--- config.mk ---
export PLATFORM = sky130hd
export DESIGN_NAME = majority_clocked_lfsr_keystream_unit
export DESIGN_NICKNAME = d
export VERILOG_FILES = /design/src/rtl/core/mclk_pkg.sv /design/src/rtl/core/mclk_byte_gen.sv /design/src/rtl/core/mclk_reload.sv /design/src/rtl/core/majority_clocked_lfsr_keystream_unit.sv
export VERILOG_INCLUDE_DIRS = /design/src /design/src/rtl/core
export SDC_FILE = /design/constraint.sdc
export NUM_CORES = 1
export LEC_CHECK = 0
export BUFFER_PORTS_ARGS = -buffer_cell sky130_fd_sc_hd__buf_2
export CORE_UTILIZATION = 30
export CTS_CLUSTER_DIAMETER = 100
export DETAILED_ROUTE_END_ITERATION = 8
export PLACE_DENSITY = 0.49
export RECOVER_POWER = 50
export SETUP_SLACK_MARGIN = 0.1
export SLEW_MARGIN = 20
export SYNTH_ARGS = -nofsm -noshare
export SYNTH_HDL_FRONTEND = slang
export SYNTH_HIERARCHICAL = 1
export SYNTH_SLANG_ARGS = --single-unit
--- constraint.sdc ---
create_clock -name clk -period 6.1 [get_ports clk]
set_input_delay 0.305 -clock clk [delete_from_list [all_inputs] [get_ports clk]]
set_output_delay 0.305 -clock clk [all_outputs]
set_load 0.01 [all_outputs]
--- src/rtl/core/majority_clocked_lfsr_keystream_unit_defines.svh ---
// ----------------------------------------------------------------------------
// Keystream unit assertion macros
// Shared concurrent assertion wrappers for the keystream unit RTL.
// ----------------------------------------------------------------------------
`ifndef MAJORITY_CLOCKED_LFSR_KEYSTREAM_UNIT_DEFINES_SVH
`define MAJORITY_CLOCKED_LFSR_KEYSTREAM_UNIT_DEFINES_SVH

// Checked on every rising clock edge outside of reset.
`define MCLK_ASSERT(lbl, prop, msg) \
	lbl: assert property (@(posedge clk) disable iff (!arst_n) prop) else $error(msg);

// Checked on every rising clock edge, reset included.
`define MCLK_ASSERT_ALWAYS(lbl, prop, msg) \
	lbl: assert property (@(posedge clk) prop) else $error(msg);

`endif

--- src/rtl/core/mclk_pkg.sv ---
// ----------------------------------------------------------------------------
// Keystream unit package
// Register state type, key loading and the majority clocking step.
// ----------------------------------------------------------------------------
`timescale 1ns / 1ps
`default_nettype none

package mclk_pkg;

	localparam int LEN_A     = 19;
	localparam int LEN_B     = 22;
	localparam int LEN_C     = 23;
	localparam int KEY_W     = 64;
	localparam int KEY_TOP_A = 63;
	localparam int KEY_TOP_B = 44;
	localparam int KEY_TOP_C = 22;
	localparam int CLK_A     = 10;
	localparam int CLK_B     = 11;
	localparam int CLK_C     = 12;
	localparam int TAP_A     = 5;
	localparam int TAP_C     = 15;
	localparam int BYTE_W    = 8;

	typedef struct packed {
		logic [LEN_C-1:0] c;
		logic [LEN_B-1:0] b;
		logic [LEN_A-1:0] a;
	} lfsr_t;

	function automatic lfsr_t load_key(input logic [KEY_W-1:0] key);
		lfsr_t st;
		for (int i = 0; i < LEN_A; i++) begin
			st.a[i] = key[KEY_TOP_A - i];
		end
		for (int i = 0; i < LEN_B; i++) begin
			st.b[i] = key[KEY_TOP_B - i];
		end
		for (int i = 0; i < LEN_C; i++) begin
			st.c[i] = key[KEY_TOP_C - i];
		end
		return st;
	endfunction

	function automatic lfsr_t clock_step(input lfsr_t st);
		lfsr_t nx;
		logic  ca;
		logic  cb;
		logic  cc;
		logic  maj;
		nx  = st;
		ca  = st.a[CLK_A];
		cb  = st.b[CLK_B];
		cc  = st.c[CLK_C];
		maj = (ca & cb) | (ca & cc) | (cb & cc);
		if (ca == maj) begin
			nx.a = {st.a[0] ^ st.a[1] ^ st.a[2] ^ st.a[TAP_A], st.a[LEN_A-1:1]};
		end
		if (cb == maj) begin
			nx.b = {st.b[0] ^ st.b[1], st.b[LEN_B-1:1]};
		end
		if (cc == maj) begin
			nx.c = {st.c[0] ^ st.c[1] ^ st.c[2] ^ st.c[TAP_C], st.c[LEN_C-1:1]};
		end
		return nx;
	endfunction

endpackage

`default_nettype wire

--- src/rtl/core/mclk_byte_gen.sv ---
// ----------------------------------------------------------------------------
// Keystream byte generator
// Eight majority clocking steps that yield one keystream byte and the state
// that follows it.
// ----------------------------------------------------------------------------
`timescale 1ns / 1ps
`default_nettype none

module mclk_byte_gen (
	input  mclk_pkg::lfsr_t  state_in,
	output mclk_pkg::lfsr_t  state_out,
	output logic [7:0]       ks_byte
);
	import mclk_pkg::*;

	always_comb begin
		lfsr_t st;
		st = state_in;
		for (int i = 0; i < BYTE_W; i++) begin
			ks_byte[BYTE_W-1-i] = st.a[0] ^ st.b[0] ^ st.c[0];
			st = clock_step(st);
		end
		state_out = st;
	end

endmodule

`default_nettype wire

--- src/rtl/core/mclk_reload.sv ---
// ----------------------------------------------------------------------------
// Restart state register
// Holds the register contents and keystream byte that a restart produces,
// computed from the key when it is written.
// ----------------------------------------------------------------------------
`timescale 1ns / 1ps
`default_nettype none

module mclk_reload (
	input  logic             clk,
	input  logic             arst_n,
	input  logic             cfg_we,
	input  logic [63:0]      cfg_wdata,
	output mclk_pkg::lfsr_t  rst_state,
	output logic [7:0]       rst_ks
);
	import mclk_pkg::*;

	lfsr_t      loaded;
	lfsr_t      gen_state;
	logic [7:0] gen_ks;
	lfsr_t      rst_state_q;
	logic [7:0] rst_ks_q;

	assign loaded = load_key(cfg_wdata);

	mclk_byte_gen u_gen (
		.state_in  (loaded),
		.state_out (gen_state),
		.ks_byte   (gen_ks)
	);

	// The reset key of zero leaves every register and the first byte at zero.
	always_ff @(posedge clk or negedge arst_n) begin
		if (!arst_n) begin
			rst_state_q <= '0;
			rst_ks_q    <= '0;
		end else if (cfg_we) begin
			rst_state_q <= gen_state;
			rst_ks_q    <= gen_ks;
		end
	end

	assign rst_state = rst_state_q;
	assign rst_ks    = rst_ks_q;

endmodule

`default_nettype wire

--- src/rtl/core/majority_clocked_lfsr_keystream_unit.sv ---
// ----------------------------------------------------------------------------
// Majority clocked keystream unit
// Byte-wide stream cipher built on three majority clocked shift registers.
// ----------------------------------------------------------------------------
// The unit takes one data byte per cycle while the output side is not stalled,
// and returns it XORed with the current keystream byte, together with that
// keystream byte. A request is held in an input register; when the output
// register can take it, eight majority clocking steps produce the following
// keystream byte while the result moves to the output register, so the unit
// sustains one byte per cycle unless the output stalls; this eight-step
// generator ahead of the state register sets the clock rate. A key write
// precomputes the state a restart begins from, so a restart request needs no
// extra steps. A new key takes effect at the next restart request.
`timescale 1ns / 1ps
`default_nettype none

`include "majority_clocked_lfsr_keystream_unit_defines.svh"

module majority_clocked_lfsr_keystream_unit (
	input  logic        clk,
	input  logic        arst_n,
	input  logic        cfg_we,
	input  logic [63:0] cfg_wdata,
	input  logic        s_axis_tvalid,
	output logic        s_axis_tready,
	input  logic [7:0]  s_axis_tdata,  // [7:0] data_byte
	input  logic        s_axis_tuser,  // [0] restart
	output logic        m_axis_tvalid,
	input  logic        m_axis_tready,
	output logic [15:0] m_axis_tdata   // [7:0] cipher_byte, [15:8] keystream_byte
);
	import mclk_pkg::*;

	lfsr_t      rst_state;
	logic [7:0] rst_ks;
	lfsr_t      lfsr_q;
	logic [7:0] ks_q;
	logic       valid_s1;
	logic       restart_s1;
	logic [7:0] data_s1;
	logic       out_valid_q;
	logic [7:0] cipher_q;
	logic [7:0] ks_out_q;
	lfsr_t      sel_state;
	logic [7:0] sel_ks;
	lfsr_t      nxt_state;
	logic [7:0] nxt_ks;
	logic       adv;
	logic       s_accept;

	mclk_reload u_reload (
		.clk       (clk),
		.arst_n    (arst_n),
		.cfg_we    (cfg_we),
		.cfg_wdata (cfg_wdata),
		.rst_state (rst_state),
		.rst_ks    (rst_ks)
	);

	assign adv           = valid_s1 && (!out_valid_q || m_axis_tready);
	assign s_axis_tready = !valid_s1 || adv;
	assign s_accept      = s_axis_tvalid && s_axis_tready;

	assign sel_state = restart_s1 ? rst_state : lfsr_q;
	assign sel_ks    = restart_s1 ? rst_ks : ks_q;

	mclk_byte_gen u_gen (
		.state_in  (sel_state),
		.state_out (nxt_state),
		.ks_byte   (nxt_ks)
	);

	always_ff @(posedge clk or negedge arst_n) begin
		if (!arst_n) begin
			valid_s1 <= 1'b0;
		end else if (s_accept) begin
			valid_s1 <= 1'b1;
		end else if (adv) begin
			valid_s1 <= 1'b0;
		end
	end

	always_ff @(posedge clk) begin
		if (s_accept) begin
			restart_s1 <= s_axis_tuser;
			data_s1    <= s_axis_tdata;
		end
	end

	always_ff @(posedge clk or negedge arst_n) begin
		if (!arst_n) begin
			lfsr_q <= '0;
			ks_q   <= '0;
		end else if (adv) begin
			lfsr_q <= nxt_state;
			ks_q   <= nxt_ks;
		end
	end

	always_ff @(posedge clk or negedge arst_n) begin
		if (!arst_n) begin
			out_valid_q <= 1'b0;
		end else if (adv) begin
			out_valid_q <= 1'b1;
		end else if (m_axis_tready) begin
			out_valid_q <= 1'b0;
		end
	end

	always_ff @(posedge clk) begin
		if (adv) begin
			cipher_q <= data_s1 ^ sel_ks;
			ks_out_q <= sel_ks;
		end
	end

	assign m_axis_tvalid = out_valid_q;
	assign m_axis_tdata  = {ks_out_q, cipher_q};

	`MCLK_ASSERT(a_adv_fills_out, adv |=> m_axis_tvalid, "Advanced request did not reach the output.")
	`MCLK_ASSERT(a_cipher_xor, adv |=> (m_axis_tdata[7:0] ^ m_axis_tdata[15:8]) == $past(data_s1), "Cipher byte does not match data XOR keystream.")
	`MCLK_ASSERT(a_s1_hold, (valid_s1 && !adv) |=> (valid_s1 && $stable(data_s1) && $stable(restart_s1)), "Stalled request was lost or changed.")

endmodule

`default_nettype wire

Yosys cells after proc, flatten, opt, wreduce, memory -nomap -nowiden. Index checks and enable logic that the tools add are counted.

Logic and storage cells: 349. Output and inout bits: 18. Register bits: 171.

Eq/ne operators: 48. Multiplexer cells: 54. Reductions and logical operators: 8. Bitwise operators: 225.

Operators with widths (count): two-way mux 23 bit (16); two-way mux 22 bit (16); two-way mux 19 bit (16); bitwise XOR 1 bit (144); two-way mux 64 bit (1); AND 1 bit (48); == test 1 bit (48); bitwise OR 1 bit (32); two-way mux 8 bit (1); bitwise XOR 8 bit (1); two-way mux 1 bit (4); nonzero test 2 bit (2); logical AND 1 bit (2); logical NOT 1 bit (2); logical OR 1 bit (2).

Logic depth before layout (Yosys ltp).
Depth after elaboration: 41. Gate-level depth with buffers: 36.

Cells and area by module. Netlist, hierarchy kept.

By module, submodules not included: mclk_byte_gen (cells each 1374, sequential area each 0.0 um2, instances 2, area each 9456.6 um2); majority_clocked_lfsr_keystream_unit (cells each 273, sequential area each 2602.5 um2, instances 1, area each 4555.6 um2); mclk_reload (cells each 152, sequential area each 1801.7 um2, instances 1, area each 3026.7 um2).

Worst setup path after synthesis. Ideal clock, no wire load.

Path kind: flip-flop to flip-flop. From: reg restart_s1. To: reg lfsr_q[19] in the netlist's numbering. Setup slack: -0.433 ns. Library setup time: 0.125 ns. Arrival time: 6.409 ns. Required time: 5.975 ns. Buffers on the path: 7. Stages on the path, launching flop included: 28. Cells stage by stage: edfxtp_1 buf_6 buf_6 buf_6 mux2_2 buf_4 inv_2 mux2i_4 mux2i_1 nor4_2 nor3_2 mux2i_4 mux2i_2 nor3_1 a32o_1 a221oi_2 buf_6 mux2i_1 nor2_2 buf_6 a22o_1 o311ai_1 and2_1 nand2_1 mux2i_1 buf_4 mux2_2 mux2_2.

RTL lines: start: declaration (line majority_clocked_lfsr_keystream_unit.sv:39) `logic restart_s1;`; start signal: assignment (line majority_clocked_lfsr_keystream_unit.sv:85) `restart_s1 <= s_axis_tuser;`; end signal: assignment (line majority_clocked_lfsr_keystream_unit.sv:95) `lfsr_q <= nxt_state;`; end: declaration (line majority_clocked_lfsr_keystream_unit.sv:36) `lfsr_t lfsr_q;`.

==> flow_summary.json <==
{
  "path_clk_slew_ns": 0.08,
  "ant_nets": 0,
  "syn_inst": 3173,
  "ff_latch_area_mm2": 0.00440,
  "die_area_mm2": 0.0895,
  "grt-ovfl-total": 0,
  "syn-cell-area_mm2": 0.0265,
  "num-fill-cells": 8820,
  "design_area_mm2": 0.0363,
  "drt-total-wl_um": 99200,
  "min_period_ns": 6.44,
  "synth.distinct_cells": 104,
  "mostFrequentLayoutCells": "772 x buf_4, 400 x mux2i_1, 267 x nor2_1",
  "path_depth": 27,
  "failed_checks": "max-capacitance violations, max-slew violations, negative setup slack",
  "multi_input_area_mm2": 0.0221,
  "post-route-period-util": 1.06,
  "avgSynthCellArea_um2": 8.35,
  "synth_mux_area_frac": 0.339,
  "detail_route.wl_per_cell_um": 19.6,
  "worstSetupEndpointType": "register",
  "final_common_cell": "buf_4",
  "core.rowCount": 108,
  "grt_pass1_vias": 26100,
  "hold_path.class": "in -> reg",
  "hold_viol": 0,
  "rsz0062_at_grt": "true",
  "synth-simple-area-share": 0.145,
  "grt_usage": 0.212,
  "final.setup_skew_ns": 0.0261,
  "num_vias": 27500,
  "diodes": 0,
  "yosys.area_share.adder": 0.00151,
  "ys_warn_count": 6,
  "worst_pin_slew_ns": 5.15,
  "final_nets": 3970,
  "seq_area_frac_synth": 0.166,
  "worst_path_most_repeated_cell": "buf_4",
  "drive_gt1_frac": 0.412,
  "synth_ff_type": "dfrtp_1",
  "ioPinCount": 96,
  "fp.dieH_um": 299,
  "cts_buffer_depth": 2,
  "async_flop_share": 0.854,
  "final_max_slew_viol_count": 115,
  "dp_hpwl_um": 77300,
  "place.port_buffers": 95,
  "synth_area_leaders": "mux2i_1 17%, dfrtp_1 14%, mux2_2 11%, mux2_4 4.9%, o21ai_0 4.3%",
  "worstSetupPathType": "reg -> reg",
  "cpLargestDelayFamily": "compound AO/OA/AOI/OAI gates",
  "synth-xor-area-share": 0.0500,
  "dieWidth_um": 299,
  "grt_pass1_wl_um": 152000,
  "routabilityCongestion": 0.912,
  "outcome": "complete, but fails checks",
  "drtPass1Iterations": 7,
  "synth-seq-cells": 171,
  "fmax_mhz": 155,
  "synth_edf_count": 25,
  "drc_errors": 0,
  "slowest_delay_ns": 0.44,
  "cts_sinks": 171,
  "clk_latency_ns": 0.46,
  "worst_slack_ns": -0.338,
  "setup_tns_ns": -14.12,
  "crit_arrival_ns": 6.78,
  "maxSlewHeadroom": -2.43,
  "crit_buf_inv": 6,
  "setup_viol": 61,
  "postLayoutCoreUtil": 0.416,
  "numCtsBuffers": 17,
  "via_per_inst": 5.43,
  "synth_compound_area_frac": 0.233,
  "grt_max_degree": 92,
  "holdPathStages": 1,
  "postSynthNetCount": 3251,
  "placed_area_mm2": 0.0330,
  "syn_to_final_growth_pct": 36.9,
  "slowest_stage": "edfxtp_1",
  "coreArea_mm2": 0.0872,
  "start_kind": "register",
  "reg2reg_depth": 27,
  "cp_max_fo": 8,
  "drv_cap": 2,
  "synth_top_family_by_area": "multiplexers",
  "rrSetupSlack_ns": -0.34,
  "antenna_found_initial": 1,
  "initialDrtViolationCount": 2065,
  "cts_tree": "yes",
  "synth.top_cell.area_share": 0.172,
  "synth.largest_area_cell": "mux2i_1",
  "root_buffer": "clkbuf_16",
  "required_ns": 6.44,
  "initial_core_util": 0.304,
  "htree_levels": 4
}
-- kinds of logic after synthesis --
group                      count (synthesis)
AOI/OAI and AO/OA                        930
xor gates and xnor gates                 148
adders and majority gates                  4
buffers and inverters                    306
DFF                                      171
muxes                                    810
and+or+nand+nor                          804
-- final timing paths --
| path | start | endpoint |
|---|---|---|
| min | s_axis_tdata[2] | data_s1[2]$_DFFE_PP_ |
| min in group asynchronous | arst_n | u_reload/rst_state[41]$_DFFE_PN0P_ |
| max reg2reg | restart_s1$_DFFE_PP_ | lfsr_q[21]$_DFFE_PN0P_ |
| max | restart_s1$_DFFE_PP_ | lfsr_q[21]$_DFFE_PN0P_ |
| min reg2reg | lfsr_q[33]$_DFFE_PN0P_ | lfsr_q[33]$_DFFE_PN0P_ |
| max in group asynchronous | arst_n | u_reload/rst_state[46]$_DFFE_PN0P_ |
-- cells in the mapped netlist (16+ instances only) --
cell type / count
nor3_1: 52
clkbuf_1: 100
mux2_2: 248
and2_1: 29
nand3_1: 60
o22ai_1: 90
o31ai_1: 16
a211oi_1: 30
edfxtp_1: 25
dfrtp_1: 146
nand2b_1: 28
a31oi_1: 32
nand2_1: 196
a21oi_1: 182
xor2_1: 54
xnor2_1: 92
o22a_1: 36
o21ai_0: 230
o211ai_1: 36
nor2b_1: 26
buf_2: 82
nand4_1: 22
o21a_1: 24
mux2_4: 86
a21o_1: 28
o221ai_1: 18
nor2_1: 286
o21ai_1: 24
inv_1: 43
mux2i_1: 454
buf_6: 34
buf_4: 26
-- per-stage QoR --
stage                     cells  hold slack (ns)  setup WS (ns)
after floorplan            3173          0.00941         -0.200
after global placement     4905            0.460         -0.482
after detailed placement   4905            0.463         -0.559
after CTS                  5003          0.00363         -0.140
after global routing       5060          0.00597         -0.579
final                      5060           0.0234         -0.338
-- layer usage --
metal | global-route usage | vias to the layer above | part of all wire
li1 | - | 13400 | -
met1 | 0.310 | 13300 | 0.49
met2 | 0.339 | 635 | 0.46
met3 | 0.0215 | 62 | 0.042
met4 | 0.0352 | 2 | 0.013
met5 | 0 | - | 0.00013
-- timing repair --
action,4_1_cts,5_1_grt
resized for setup,132,240
cloned,10,6
endpoints found under the setup margin,66,127
pin swaps,38,47
setup buffers,55,51
hold buffers,1,0
hold endpoints to repair,89,0
-- worst reg2reg max path: stages (launching register included) --
cell and delay (ns):
edfxtp_1 0.44, buf_6 0.17, mux2_2 0.44, nor2b_1 0.18, o22ai_1 0.19, o31a_1 0.34
buf_4 0.18, a21oi_4 0.05, o21a_2 0.26, or3_1 0.44, a2bb2oi_1 0.20, buf_4 0.17
o21ai_0 0.13, a311oi_1 0.23, o22ai_1 0.15, buf_4 0.16, a211o_4 0.35, a22oi_2 0.17
o22ai_2 0.13, buf_4 0.18, o311ai_4 0.32, and2_4 0.24, nand2_4 0.06, mux2i_4 0.32
buf_12 0.21, mux2i_2 0.26, mux2i_1 0.10, mux2_2 0.26
-- state kept, by name, summed over array words and instances (netlist names), 8 cells and up --
name and count:
ks_q 8, lfsr_q 64, ks_out_q 8, u_reload/rst_state 64, u_reload/rst_ks 8, cipher_q 8, data_s1 8
-- layout make-up --
cell class,count,share of cell area
multi-input cells,2705,0.609
repair buffers,950,0.207
flip-flops and latches,171,0.121
well taps,1155,0.0399
clock buffers,17,0.0117
clock inverters,15,0.00583
inverters,47,0.00504
Power is left out: the tool's default activity adds up to more than one toggle a clock period on the data nets, which glitch-free logic cannot reach.
